### src/hdl/nrpc_pkg.sv
// shared constants, types and codes for the nearest reference point classifier
// no dependencies; every other file refers to it by scoped names
`timescale 1ns / 1ps
`default_nettype none

package nrpc_pkg;

    localparam int NUM_GROUPS      = 32;
    localparam int SLOTS_PER_GROUP = 4;
    localparam int COORD_BITS      = 16;

    localparam int DEPTH   = NUM_GROUPS * SLOTS_PER_GROUP;
    localparam int IDX_W   = $clog2(DEPTH);
    localparam int GROUP_W = 5;
    localparam int SLOT_W  = 2;
    localparam int ABS_W   = COORD_BITS;
    localparam int SQ_W    = 2 * ABS_W;
    localparam int SUM_W   = SQ_W + 1;
    localparam int DIST_W  = 34;

    // action codes
    localparam logic ACT_WRITE = 1'b0;
    localparam logic ACT_QUERY = 1'b1;

    // tag that travels with each table read through the distance pipeline
    typedef struct packed {
        logic             live;   // slot carries a scanned entry
        logic             hit;    // entry is valid
        logic             last;   // final entry of the scan
        logic [IDX_W-1:0] idx;    // table address of the entry
    } nrpc_tag_t;

endpackage : nrpc_pkg

`default_nettype wire

### src/hdl/nrpc_dist.sv
// shared distance unit: absolute differences, then squares, one entry per cycle
// depends on nrpc_pkg
`timescale 1ns / 1ps
`default_nettype none

module nrpc_dist (
    input  wire logic                                   aclk,
    input  wire logic                                   aresetn,
    input  wire nrpc_pkg::nrpc_tag_t                    in_tag,
    input  wire logic signed [nrpc_pkg::COORD_BITS-1:0] ent_x,
    input  wire logic signed [nrpc_pkg::COORD_BITS-1:0] ent_y,
    input  wire logic signed [nrpc_pkg::COORD_BITS-1:0] qry_x,
    input  wire logic signed [nrpc_pkg::COORD_BITS-1:0] qry_y,
    output nrpc_pkg::nrpc_tag_t                         out_tag,
    output logic [nrpc_pkg::SQ_W-1:0]                   sq_x,
    output logic [nrpc_pkg::SQ_W-1:0]                   sq_y
);

    logic signed [nrpc_pkg::COORD_BITS:0] diff_x, diff_y;
    logic signed [nrpc_pkg::COORD_BITS:0] neg_x, neg_y;
    logic [nrpc_pkg::ABS_W-1:0]           abs_x_next, abs_y_next;
    logic [nrpc_pkg::ABS_W-1:0]           abs_x_reg, abs_y_reg;
    logic [nrpc_pkg::SQ_W-1:0]            sq_x_reg, sq_y_reg;
    nrpc_pkg::nrpc_tag_t                  tag1_reg, tag2_reg;

    // sign-extended differences, magnitude fits in ABS_W bits
    always_comb begin
        diff_x = {ent_x[nrpc_pkg::COORD_BITS-1], ent_x} - {qry_x[nrpc_pkg::COORD_BITS-1], qry_x};
        diff_y = {ent_y[nrpc_pkg::COORD_BITS-1], ent_y} - {qry_y[nrpc_pkg::COORD_BITS-1], qry_y};
        neg_x  = -diff_x;
        neg_y  = -diff_y;
        abs_x_next = diff_x[nrpc_pkg::COORD_BITS] ? neg_x[nrpc_pkg::ABS_W-1:0]
                                                  : diff_x[nrpc_pkg::ABS_W-1:0];
        abs_y_next = diff_y[nrpc_pkg::COORD_BITS] ? neg_y[nrpc_pkg::ABS_W-1:0]
                                                  : diff_y[nrpc_pkg::ABS_W-1:0];
    end

    always_ff @(posedge aclk) begin
        abs_x_reg <= abs_x_next;
        abs_y_reg <= abs_y_next;
        sq_x_reg  <= nrpc_pkg::SQ_W'(abs_x_reg) * nrpc_pkg::SQ_W'(abs_x_reg);
        sq_y_reg  <= nrpc_pkg::SQ_W'(abs_y_reg) * nrpc_pkg::SQ_W'(abs_y_reg);
    end

    always_ff @(posedge aclk) begin
        if (!aresetn) begin
            tag1_reg <= '0;
            tag2_reg <= '0;
        end else begin
            tag1_reg <= in_tag;
            tag2_reg <= tag1_reg;
        end
    end

    assign out_tag = tag2_reg;
    assign sq_x    = sq_x_reg;
    assign sq_y    = sq_y_reg;

endmodule : nrpc_dist

`default_nettype wire

### config.mk
export PLATFORM = sky130hd
export DESIGN_NAME = nrpc_dist
export DESIGN_NICKNAME = d
export VERILOG_FILES = /design/src/hdl/nrpc_pkg.sv /design/src/hdl/nrpc_dist.sv
export SDC_FILE = /design/constraint.sdc
export NUM_CORES = 1
export LEC_CHECK = 0
export BUFFER_PORTS_ARGS = -buffer_cell sky130_fd_sc_hd__buf_2
export CORE_MARGIN = 10
export CORE_UTILIZATION = 60
export DETAILED_ROUTE_END_ITERATION = 12
export GPL_ROUTABILITY_DRIVEN = 0
export PLACE_DENSITY = 0.8
export SKIP_LAST_GASP = 1
export SYNTH_ARGS = -nofsm -noshare
export SYNTH_HDL_FRONTEND = slang
export SYNTH_SLANG_ARGS = --single-unit
### constraint.sdc
create_clock -name aclk -period 10 [get_ports aclk]
set_input_delay 2 -clock aclk [delete_from_list [all_inputs] [get_ports aclk]]
set_output_delay 2 -clock aclk [all_outputs]
set_load 0.02 [all_outputs]
==> results.cfg <==
[run_status]
status = completed

[synth]
yosys_most_used_dff = dfxtp_1
postSynthAreaPerCell_sq_um = 8.99
synth_cell_type_count = 66
synth_seq_cells = 114
async_flop_share_pct = 0
ys_seq_area_share_pct = 12.0
synth_edf_count = 0
synthCells = 2122
netlist_area_sq_um = 19100
synth_warnings = 0

[timing]
fin_worst_skew_ns = 0.0129
setup_viol_count_final = 0
rsz0062_at_grt = no
final_hold_viol_count = 0
min_period_ns = 7.07
tns_ns = 0
finalCritPeriodShare_pct = 70.7
tightest_slew_ns = 0.922
slew_viol_final = 0
relSlewSlack_pct = 37.9
timing.fmax_ghz = 0.141

[cells_and_area]
syn2layout_area_growth_pct = 8.36
num_antenna_cells = 0
drive_gt1_share_pct = 8.97
final_cell_mix = inv_1 (548), fa_1 (326), ha_1 (237)
finish.net_count = 2879
layout_commonest_cell = inv_1

[global_route]
grt_start_max_net_pins = 21
grt_antenna_before_repair = 0
grtUsageTotal_pct = 22.3
grt.overflow.total = 0
grt_pass1_vias = 15300
grt_pass1_wl_um = 70900

[placed_design]
dp_hpwl_um = 35000
numPortBuffers = 147

[drt]
drtPass1Iterations = 5
wl_um = 41700
avgViaCountPerCell = 5.30
wl_per_cell_um = 15.7
vias = 14100
drt_iter0_markers = 888
ant_nets = 0
drc = 0

[clock_tree]
cts-resized-gates = 0
postCtsSetupBuffers = 0
hold_buffers = 0
cts_tree = yes
clock_latency_ns = 0.45
root_buffer = clkbuf_16
cts_made_buffers = 17
clock_sinks = 114
cts.clk_slew.worst_paths_ns = 0.06
clockBufferDepth = 2
h-tree-depth = 4

[floorplanning]
start_util_pct = 60.6
die_y_um = 198
die_width_um = 198
num_rows = 65
die-area_sq_um = 39300
pin_count = 150
coreArea_sq_um = 31500

[worst_hold_path]
hold_start = tag1_reg[2]
min_path_type = reg -> reg
hold_depth = 1
whs_endpoint = out_tag[2]

[worst_setup_path]
r2r-start = abs_x_reg[2]
critPathMaxFanout = 17
crit_type = reg -> reg
crit_slowest_cell = a21boi_0
r2r-end = sq_x[31]
path_depth = 23
path_cells = and2_1, fa_1, inv_1, fa_1, inv_1, fa_1, inv_1, fa_1, inv_1, fa_1, inv_1, fa_1, inv_1, ha_1, and2_1, a211oi_1, o21ai_0, a311o_1, a21boi_0, o211a_1, nor2_1, mux2i_1, a2111oi_0
path_delay_family = adder cells
worstPathRequired_ns = 10.32
crit_arrival_ns = 7.39
reg2reg_depth = 23
crit_buf_inv = 6
critPathMaxStageDelay_ns = 0.55
crit_path_start_kind = register
reg2reg_slack_ns = 2.93
cp-end-kind = register

[run]
maxCapViolCount = 0
## routing by layer
metal	wire [um]	share of wire (%)	track usage (%)
met1	18000	43	28.4
met2	19800	47	36.8
met3	3140	7.5	5.31
met4	805	1.9	6.86
met5	0	0	0
## kinds of logic (layout without fill, tap and decap cells)
kind of cell | Yosys count | in the layout | share of synthesized area [%]
flip-flops | 114 | 114 | 12.0
multiplexers | 6 | 6 | 0.334
other | 1 | 2 | 0.0197
XOR/XNOR | 120 | 120 | 5.51
AND/OR/NAND/NOR | 475 | 475 | 12.2
AO/OA/AOI/OAI | 245 | 245 | 8.46
adder cells (fa/ha/maj) | 563 | 563 | 49.7
buffers and inverters | 598 | 728 | 11.8
## worst max path at each step
stage,slack (ns),endpoint,from
2_1_floorplan,3.80,sq_x[31],abs_x_reg[8]
3_3_place_gp,3.09,sq_x[31],abs_x_reg[1]
3_5_place_dp,2.96,sq_x[31],abs_x_reg[2]
4_1_cts,2.92,sq_x[31],abs_x_reg[2]
5_1_grt,2.50,sq_x[31],abs_x_reg[9]
6_report,2.93,sq_x[31],abs_x_reg[2]
## area by class of cell
cell class	instances	area, sq um
timing repair buffer	148	743
clock inverter	14	103
clock buffer	18	439
sequential	114	2280
inverter	548	2060
tap	402	503
multi-input combinational	1411	14600
fill	2474	10800
## per-stage QoR
step                      util [%]  hold slack (ns)  area [sq um]  setup slack [ns]  instances
after CTS                     65.7            0.435         20700              2.92       2655
after floorplan                  -            0.354         19100              3.80       2123
after detailed placement      64.0            0.421         20100              2.96       2623
final                         65.7            0.432         20700              2.93       2655
after global routing          65.7            0.443         20700              2.50       2655
after global placement        64.0            0.413         20100              3.09       2623
## synth_stat cells, drive strengths merged, types with 6 or more instances
cell type  number  area (sq um)
inv           548          2060
o21ai          42           210
o21a           16           120
nor2b          16           100
a31oi           9          56.3
nand2         185           694
fa            326          6530
xor2           38           333
or2             6          37.5
nor3           16          80.1
nor2           77           289
xnor2          82           718
a21o           27           203
nand2b         18           113
ha            237          2970
and3            8          50.1
a21oi          71           359
and2          105           657
o21bai         17           128
dfxtp         114          2280
o211ai          7          52.6
a31o            7          61.3
or3             8          55.1
a211oi          7          52.6
clkbuf         45           169
nand3          16          80.1
Power is not shown: default switching activity piles up to over one toggle a cycle in this logic, so the estimate is an artifact.
