### config.mk
export PLATFORM = sky130hd
export DESIGN_NAME = nrpc_table
export DESIGN_NICKNAME = d
export VERILOG_FILES = /design/src/hdl/nrpc_pkg.sv /design/src/hdl/nrpc_table.sv
export SDC_FILE = /design/constraint.sdc
export NUM_CORES = 2
export LEC_CHECK = 0
export BUFFER_PORTS_ARGS = -buffer_cell sky130_fd_sc_hd__buf_2
export CAP_MARGIN = 20
export CORE_ASPECT_RATIO = 1.1
export CORE_MARGIN = 2
export CORE_UTILIZATION = 35
export CTS_BUF_LIST = sky130_fd_sc_hd__clkbuf_8
export DETAILED_ROUTE_END_ITERATION = 10
export GPL_TIMING_DRIVEN = 0
export PLACE_DENSITY = 0.53
export SYNTH_ARGS = -nofsm -noshare
export SYNTH_HDL_FRONTEND = slang
export SYNTH_SLANG_ARGS = --single-unit
### constraint.sdc
create_clock -name aclk -period 3.1 [get_ports aclk]
set_clock_uncertainty 0.15 [all_clocks]
set_input_delay 0.155 -clock aclk [delete_from_list [all_inputs] [get_ports aclk]]
set_output_delay 0.155 -clock aclk [all_outputs]
set_load 0.05 [all_outputs]
### src/hdl/nrpc_pkg.sv
// shared constants, types and codes for the nearest reference point classifier
// no dependencies; every other file refers to it by scoped names
`timescale 1ns / 1ps
`default_nettype none

package nrpc_pkg;

    localparam int NUM_GROUPS      = 32;
    localparam int SLOTS_PER_GROUP = 4;
    localparam int COORD_BITS      = 16;

    localparam int DEPTH   = NUM_GROUPS * SLOTS_PER_GROUP;
    localparam int IDX_W   = $clog2(DEPTH);
    localparam int GROUP_W = 5;
    localparam int SLOT_W  = 2;
    localparam int ABS_W   = COORD_BITS;
    localparam int SQ_W    = 2 * ABS_W;
    localparam int SUM_W   = SQ_W + 1;
    localparam int DIST_W  = 34;

    // action codes
    localparam logic ACT_WRITE = 1'b0;
    localparam logic ACT_QUERY = 1'b1;

    // tag that travels with each table read through the distance pipeline
    typedef struct packed {
        logic             live;   // slot carries a scanned entry
        logic             hit;    // entry is valid
        logic             last;   // final entry of the scan
        logic [IDX_W-1:0] idx;    // table address of the entry
    } nrpc_tag_t;

endpackage : nrpc_pkg

`default_nettype wire

### src/hdl/nrpc_table.sv
// point table: x/y memory with a registered read port and per-entry valid flops
// depends on nrpc_pkg
`timescale 1ns / 1ps
`default_nettype none

module nrpc_table (
    input  wire logic                                  aclk,
    input  wire logic                                  aresetn,
    input  wire logic                                  wr_en,
    input  wire logic [nrpc_pkg::IDX_W-1:0]            wr_idx,
    input  wire logic                                  wr_valid,
    input  wire logic signed [nrpc_pkg::COORD_BITS-1:0] wr_x,
    input  wire logic signed [nrpc_pkg::COORD_BITS-1:0] wr_y,
    input  wire logic                                  rd_en,
    input  wire logic                                  rd_last,
    input  wire logic [nrpc_pkg::IDX_W-1:0]            rd_idx,
    output nrpc_pkg::nrpc_tag_t                        rd_tag,
    output logic signed [nrpc_pkg::COORD_BITS-1:0]     rd_x,
    output logic signed [nrpc_pkg::COORD_BITS-1:0]     rd_y
);

    logic [2*nrpc_pkg::COORD_BITS-1:0] mem [nrpc_pkg::DEPTH];
    logic [nrpc_pkg::DEPTH-1:0]        valid_reg;
    logic [2*nrpc_pkg::COORD_BITS-1:0] rd_data_reg;
    nrpc_pkg::nrpc_tag_t               tag_reg;

    always_ff @(posedge aclk) begin
        if (wr_en) begin
            mem[wr_idx] <= {wr_x, wr_y};
        end
        rd_data_reg <= mem[rd_idx];
    end

    always_ff @(posedge aclk) begin
        if (!aresetn) begin
            valid_reg <= '0;
            tag_reg   <= '0;
        end else begin
            if (wr_en) begin
                valid_reg[wr_idx] <= wr_valid;
            end
            tag_reg.live <= rd_en;
            tag_reg.hit  <= rd_en & valid_reg[rd_idx];
            tag_reg.last <= rd_en & rd_last;
            tag_reg.idx  <= rd_idx;
        end
    end

    assign rd_tag = tag_reg;
    assign rd_x   = rd_data_reg[2*nrpc_pkg::COORD_BITS-1:nrpc_pkg::COORD_BITS];
    assign rd_y   = rd_data_reg[nrpc_pkg::COORD_BITS-1:0];

endmodule : nrpc_table

`default_nettype wire

==> impl_metrics.yaml <==
status:
  outcome: "complete, but fails checks"
  violations: "negative setup slack"
critical_path:
  crit_path_end_kind: "flop"
  critPathArrivalTime_ns: 4.02
  cp_max_fo: 10
  cp.required_ns: 3.89
  path_class: "input port to flop"
  startpoint_type: "input port"
route:
  vias: 86100
  met3WireLength_um: 37500
  detail_route.wl_per_cell_um: 31.4
  routed_wl_um: 499000
  top_layer: "met5"
  wl_met1_um: 199000
  dr_wl_met2_um: 242000
  drt.antenna.violating_nets: 0
  remaining_drc_errors: 0
  drtIter0Drc: 10500
  routed_via_density: 5.43
  dr.pass1.iters: 6
logic_synthesis:
  ys_types: 35
  synthCells: 7945
  avgSynthCellArea_sq_um: 20.6
  ys_seq_area_frac: 0.772
  synth_warnings: 0
  syn_nets: 7997
  synth.ff_latch_count: 4266
  syn_area_sq_um: 164000
power_and_ir_drop:
  p_total_uw: 116000
  p_leak_uw: 0.0616
  p_per_area_nw_per_um2: 602
  ir_drop_mv: 0.367
timing:
  slew_headroom: 0.207
  fin_crit_sh: 1.04
  worst_pin_slew_ns: 1.16
  rsz0062_at_grt: "false"
  setup_slack_ns: -0.129
  max_freq_mhz: 310
  setup_violations: 17
  slew_violations: 0
  finalWorstPathRequiredPeriod_ns: 3.23
  setup_tns_ns: -1.02
  hold_viol_final: 0
final_layout:
  fin_util: 0.412
  seq_area_sq_um: 126000
  nets: 9095
  drive_above_1_share: 0.256
  largest_reg_flops: 4096
  syn2layout_area_growth_pct: 17.3
  multi_input_area_sq_um: 36000
  fillers: 41200
  layout_commonest_cell: "edfxtp_1"
  finalInstanceArea_sq_um: 192000
  most-common-layout-cells: "edfxtp_1 (4,096), mux4_2 (846), clkbuf_8 (717), mux2i_1 (584), nand3_1 (360)"
floorplan:
  die_h_um: 721
  die_area_sq_um: 473000
  core.rowCount: 263
  core_area_sq_um: 466000
  start_util: 0.351
  chipWidth_um: 656
  io_pins: 94
cts:
  cts.htree.levels: 6
  clock_sinks: 4266
  cts_made_buffers: 692
  cts_tree: "done"
  clkTransAtPathRegs_ns: 0.06
  root_buffer: "clkbuf_8"
  cts_buffer_depth: 4
  clk_latency_ns: 1.27
global_route:
  overflow: 0
  grt_pass1_wl_um: 684000
  grt_pass1_vias: 86800
  grt_usage: 0.206
  grt_antenna_before_repair: 41
  grt_max_degree: 89
placement:
  placed_area_sq_um: 177000
  place.detailed.hpwl_um: 345000
  io_buffers: 89
  routabilityCongestion: 0.889
run:
  maxCapViolations: 0
min_path:
  min_path_type: "input port to flop"
[cells in the mapped netlist]
| cell | instances | area, sq um |
|---|---|---|
| nor3b_1 | 1 | 7.51 |
| and2_1 | 14 | 87.6 |
| nand2b_1 | 1 | 6.26 |
| mux2_2 | 35 | 394 |
| a2111oi_0 | 2 | 17.5 |
| inv_1 | 1 | 3.75 |
| nand3b_1 | 3 | 22.5 |
| o21ai_0 | 129 | 646 |
| nand4_1 | 105 | 657 |
| clkbuf_2 | 1 | 5.00 |
| o311ai_1 | 1 | 8.76 |
| a22oi_1 | 306 | 2300 |
| edfxtp_1 | 4096 | 123000 |
| clkbuf_1 | 230 | 863 |
| a211oi_1 | 1 | 7.51 |
| a21boi_0 | 128 | 961 |
| nand3_1 | 368 | 1840 |
| mux4_2 | 846 | 19100 |
| a31oi_1 | 1 | 6.26 |
| and3_1 | 2 | 12.5 |
| nor2_1 | 171 | 642 |
| mux2i_1 | 584 | 5850 |
| buf_6 | 47 | 529 |
| buf_2 | 130 | 651 |
| dfxtp_1 | 170 | 3400 |
| a21oi_1 | 158 | 791 |
| a22o_1 | 31 | 272 |
| nand4b_1 | 1 | 8.76 |
| buf_1 | 31 | 116 |
| buf_4 | 58 | 435 |
| nand2_1 | 240 | 901 |
| nor3_1 | 33 | 165 |
| and3b_1 | 1 | 8.76 |
| nor2b_1 | 18 | 113 |
| a2bb2oi_1 | 1 | 8.76 |
[routing by layer]
metal / global-route usage / vias to the layer above
li1: - / 35400
met1: 0.272 / 46100
met2: 0.340 / 3804
met3: 0.0361 / 767
met4: 0.0788 / 4
met5: 0 / -
[power by group]
| group | internal [uW] | switching (uW) |
|---|---|---|
| clock network | 22400 | 22700 |
| registers | 63400 | 101 |
| logic | 2240 | 4820 |
[worst paths after layout]
check | startpoint | to | slack (ns) | cells past startpoint
min | wr_idx[4] | valid_reg[20]$_SDFFE_PN0P_ | 0.11 | 6
min reg2reg | valid_reg[104]$_SDFFE_PN0P_ | valid_reg[104]$_SDFFE_PN0P_ | 0.33 | 2
max reg2reg | valid_reg[13]$_SDFFE_PN0P_ | rd_tag[8]$_SDFF_PN0_ | -0.02 | 5
max | rd_idx[1] | rd_data_reg[22]$_DFF_P_ | -0.13 | 10
[metrics by stage]
stage | setup slack (ns) | hold slack [ns] | cells
final | -0.129 | 0.105 | 15900
after global routing | 0.0187 | 0.0809 | 15800
after CTS | 0.00624 | 0.0171 | 15800
after detailed placement | -2.30 | 0.255 | 14400
after global placement | -2.33 | 0.252 | 14300
after floorplan | 0.354 | 0.104 | 7945
[worst max-delay path: stages]
cell,delay (ns)
buf_2,0.15
buf_2,0.43
buf_4,0.31
buf_4,0.40
buf_2,0.46
mux4_2,0.38
nand3_1,0.18
nand4_1,0.28
nor3_2,0.66
nand4_1,0.52
[final cells by class]
cell class | instances | area share
Antenna cell | 42 | 0.000547
Buffer | 496 | 0.0138
Clock buffer | 717 | 0.0514
Clock inverter | 528 | 0.0139
Inverter | 1 | 0.0000195
Multi-Input combinational cell | 3181 | 0.187
Sequential cell | 4266 | 0.658
Tap cell | 6227 | 0.0406
Timing Repair Buffer | 405 | 0.0343
[what timing repair did]
item / 4_1_cts / 5_1_grt
hold buffers: 139 / 0
setup buffers: 0 / 1
resized for setup: 70 / 9
pin swaps: 7 / 3
hold endpoints to repair: 5774 / 0
setup endpoints to repair: 30 / 17
[cell families after synthesis]
family                 Yosys count  share of synthesized area
AO/OA/AOI/OAI                  758                     0.0306
buffers and inverters          498                     0.0159
flip-flops                    4266                      0.772
multiplexers                  1465                      0.154
AND/OR/NAND/NOR                958                     0.0273
Power figures use the tool's default switching activity.
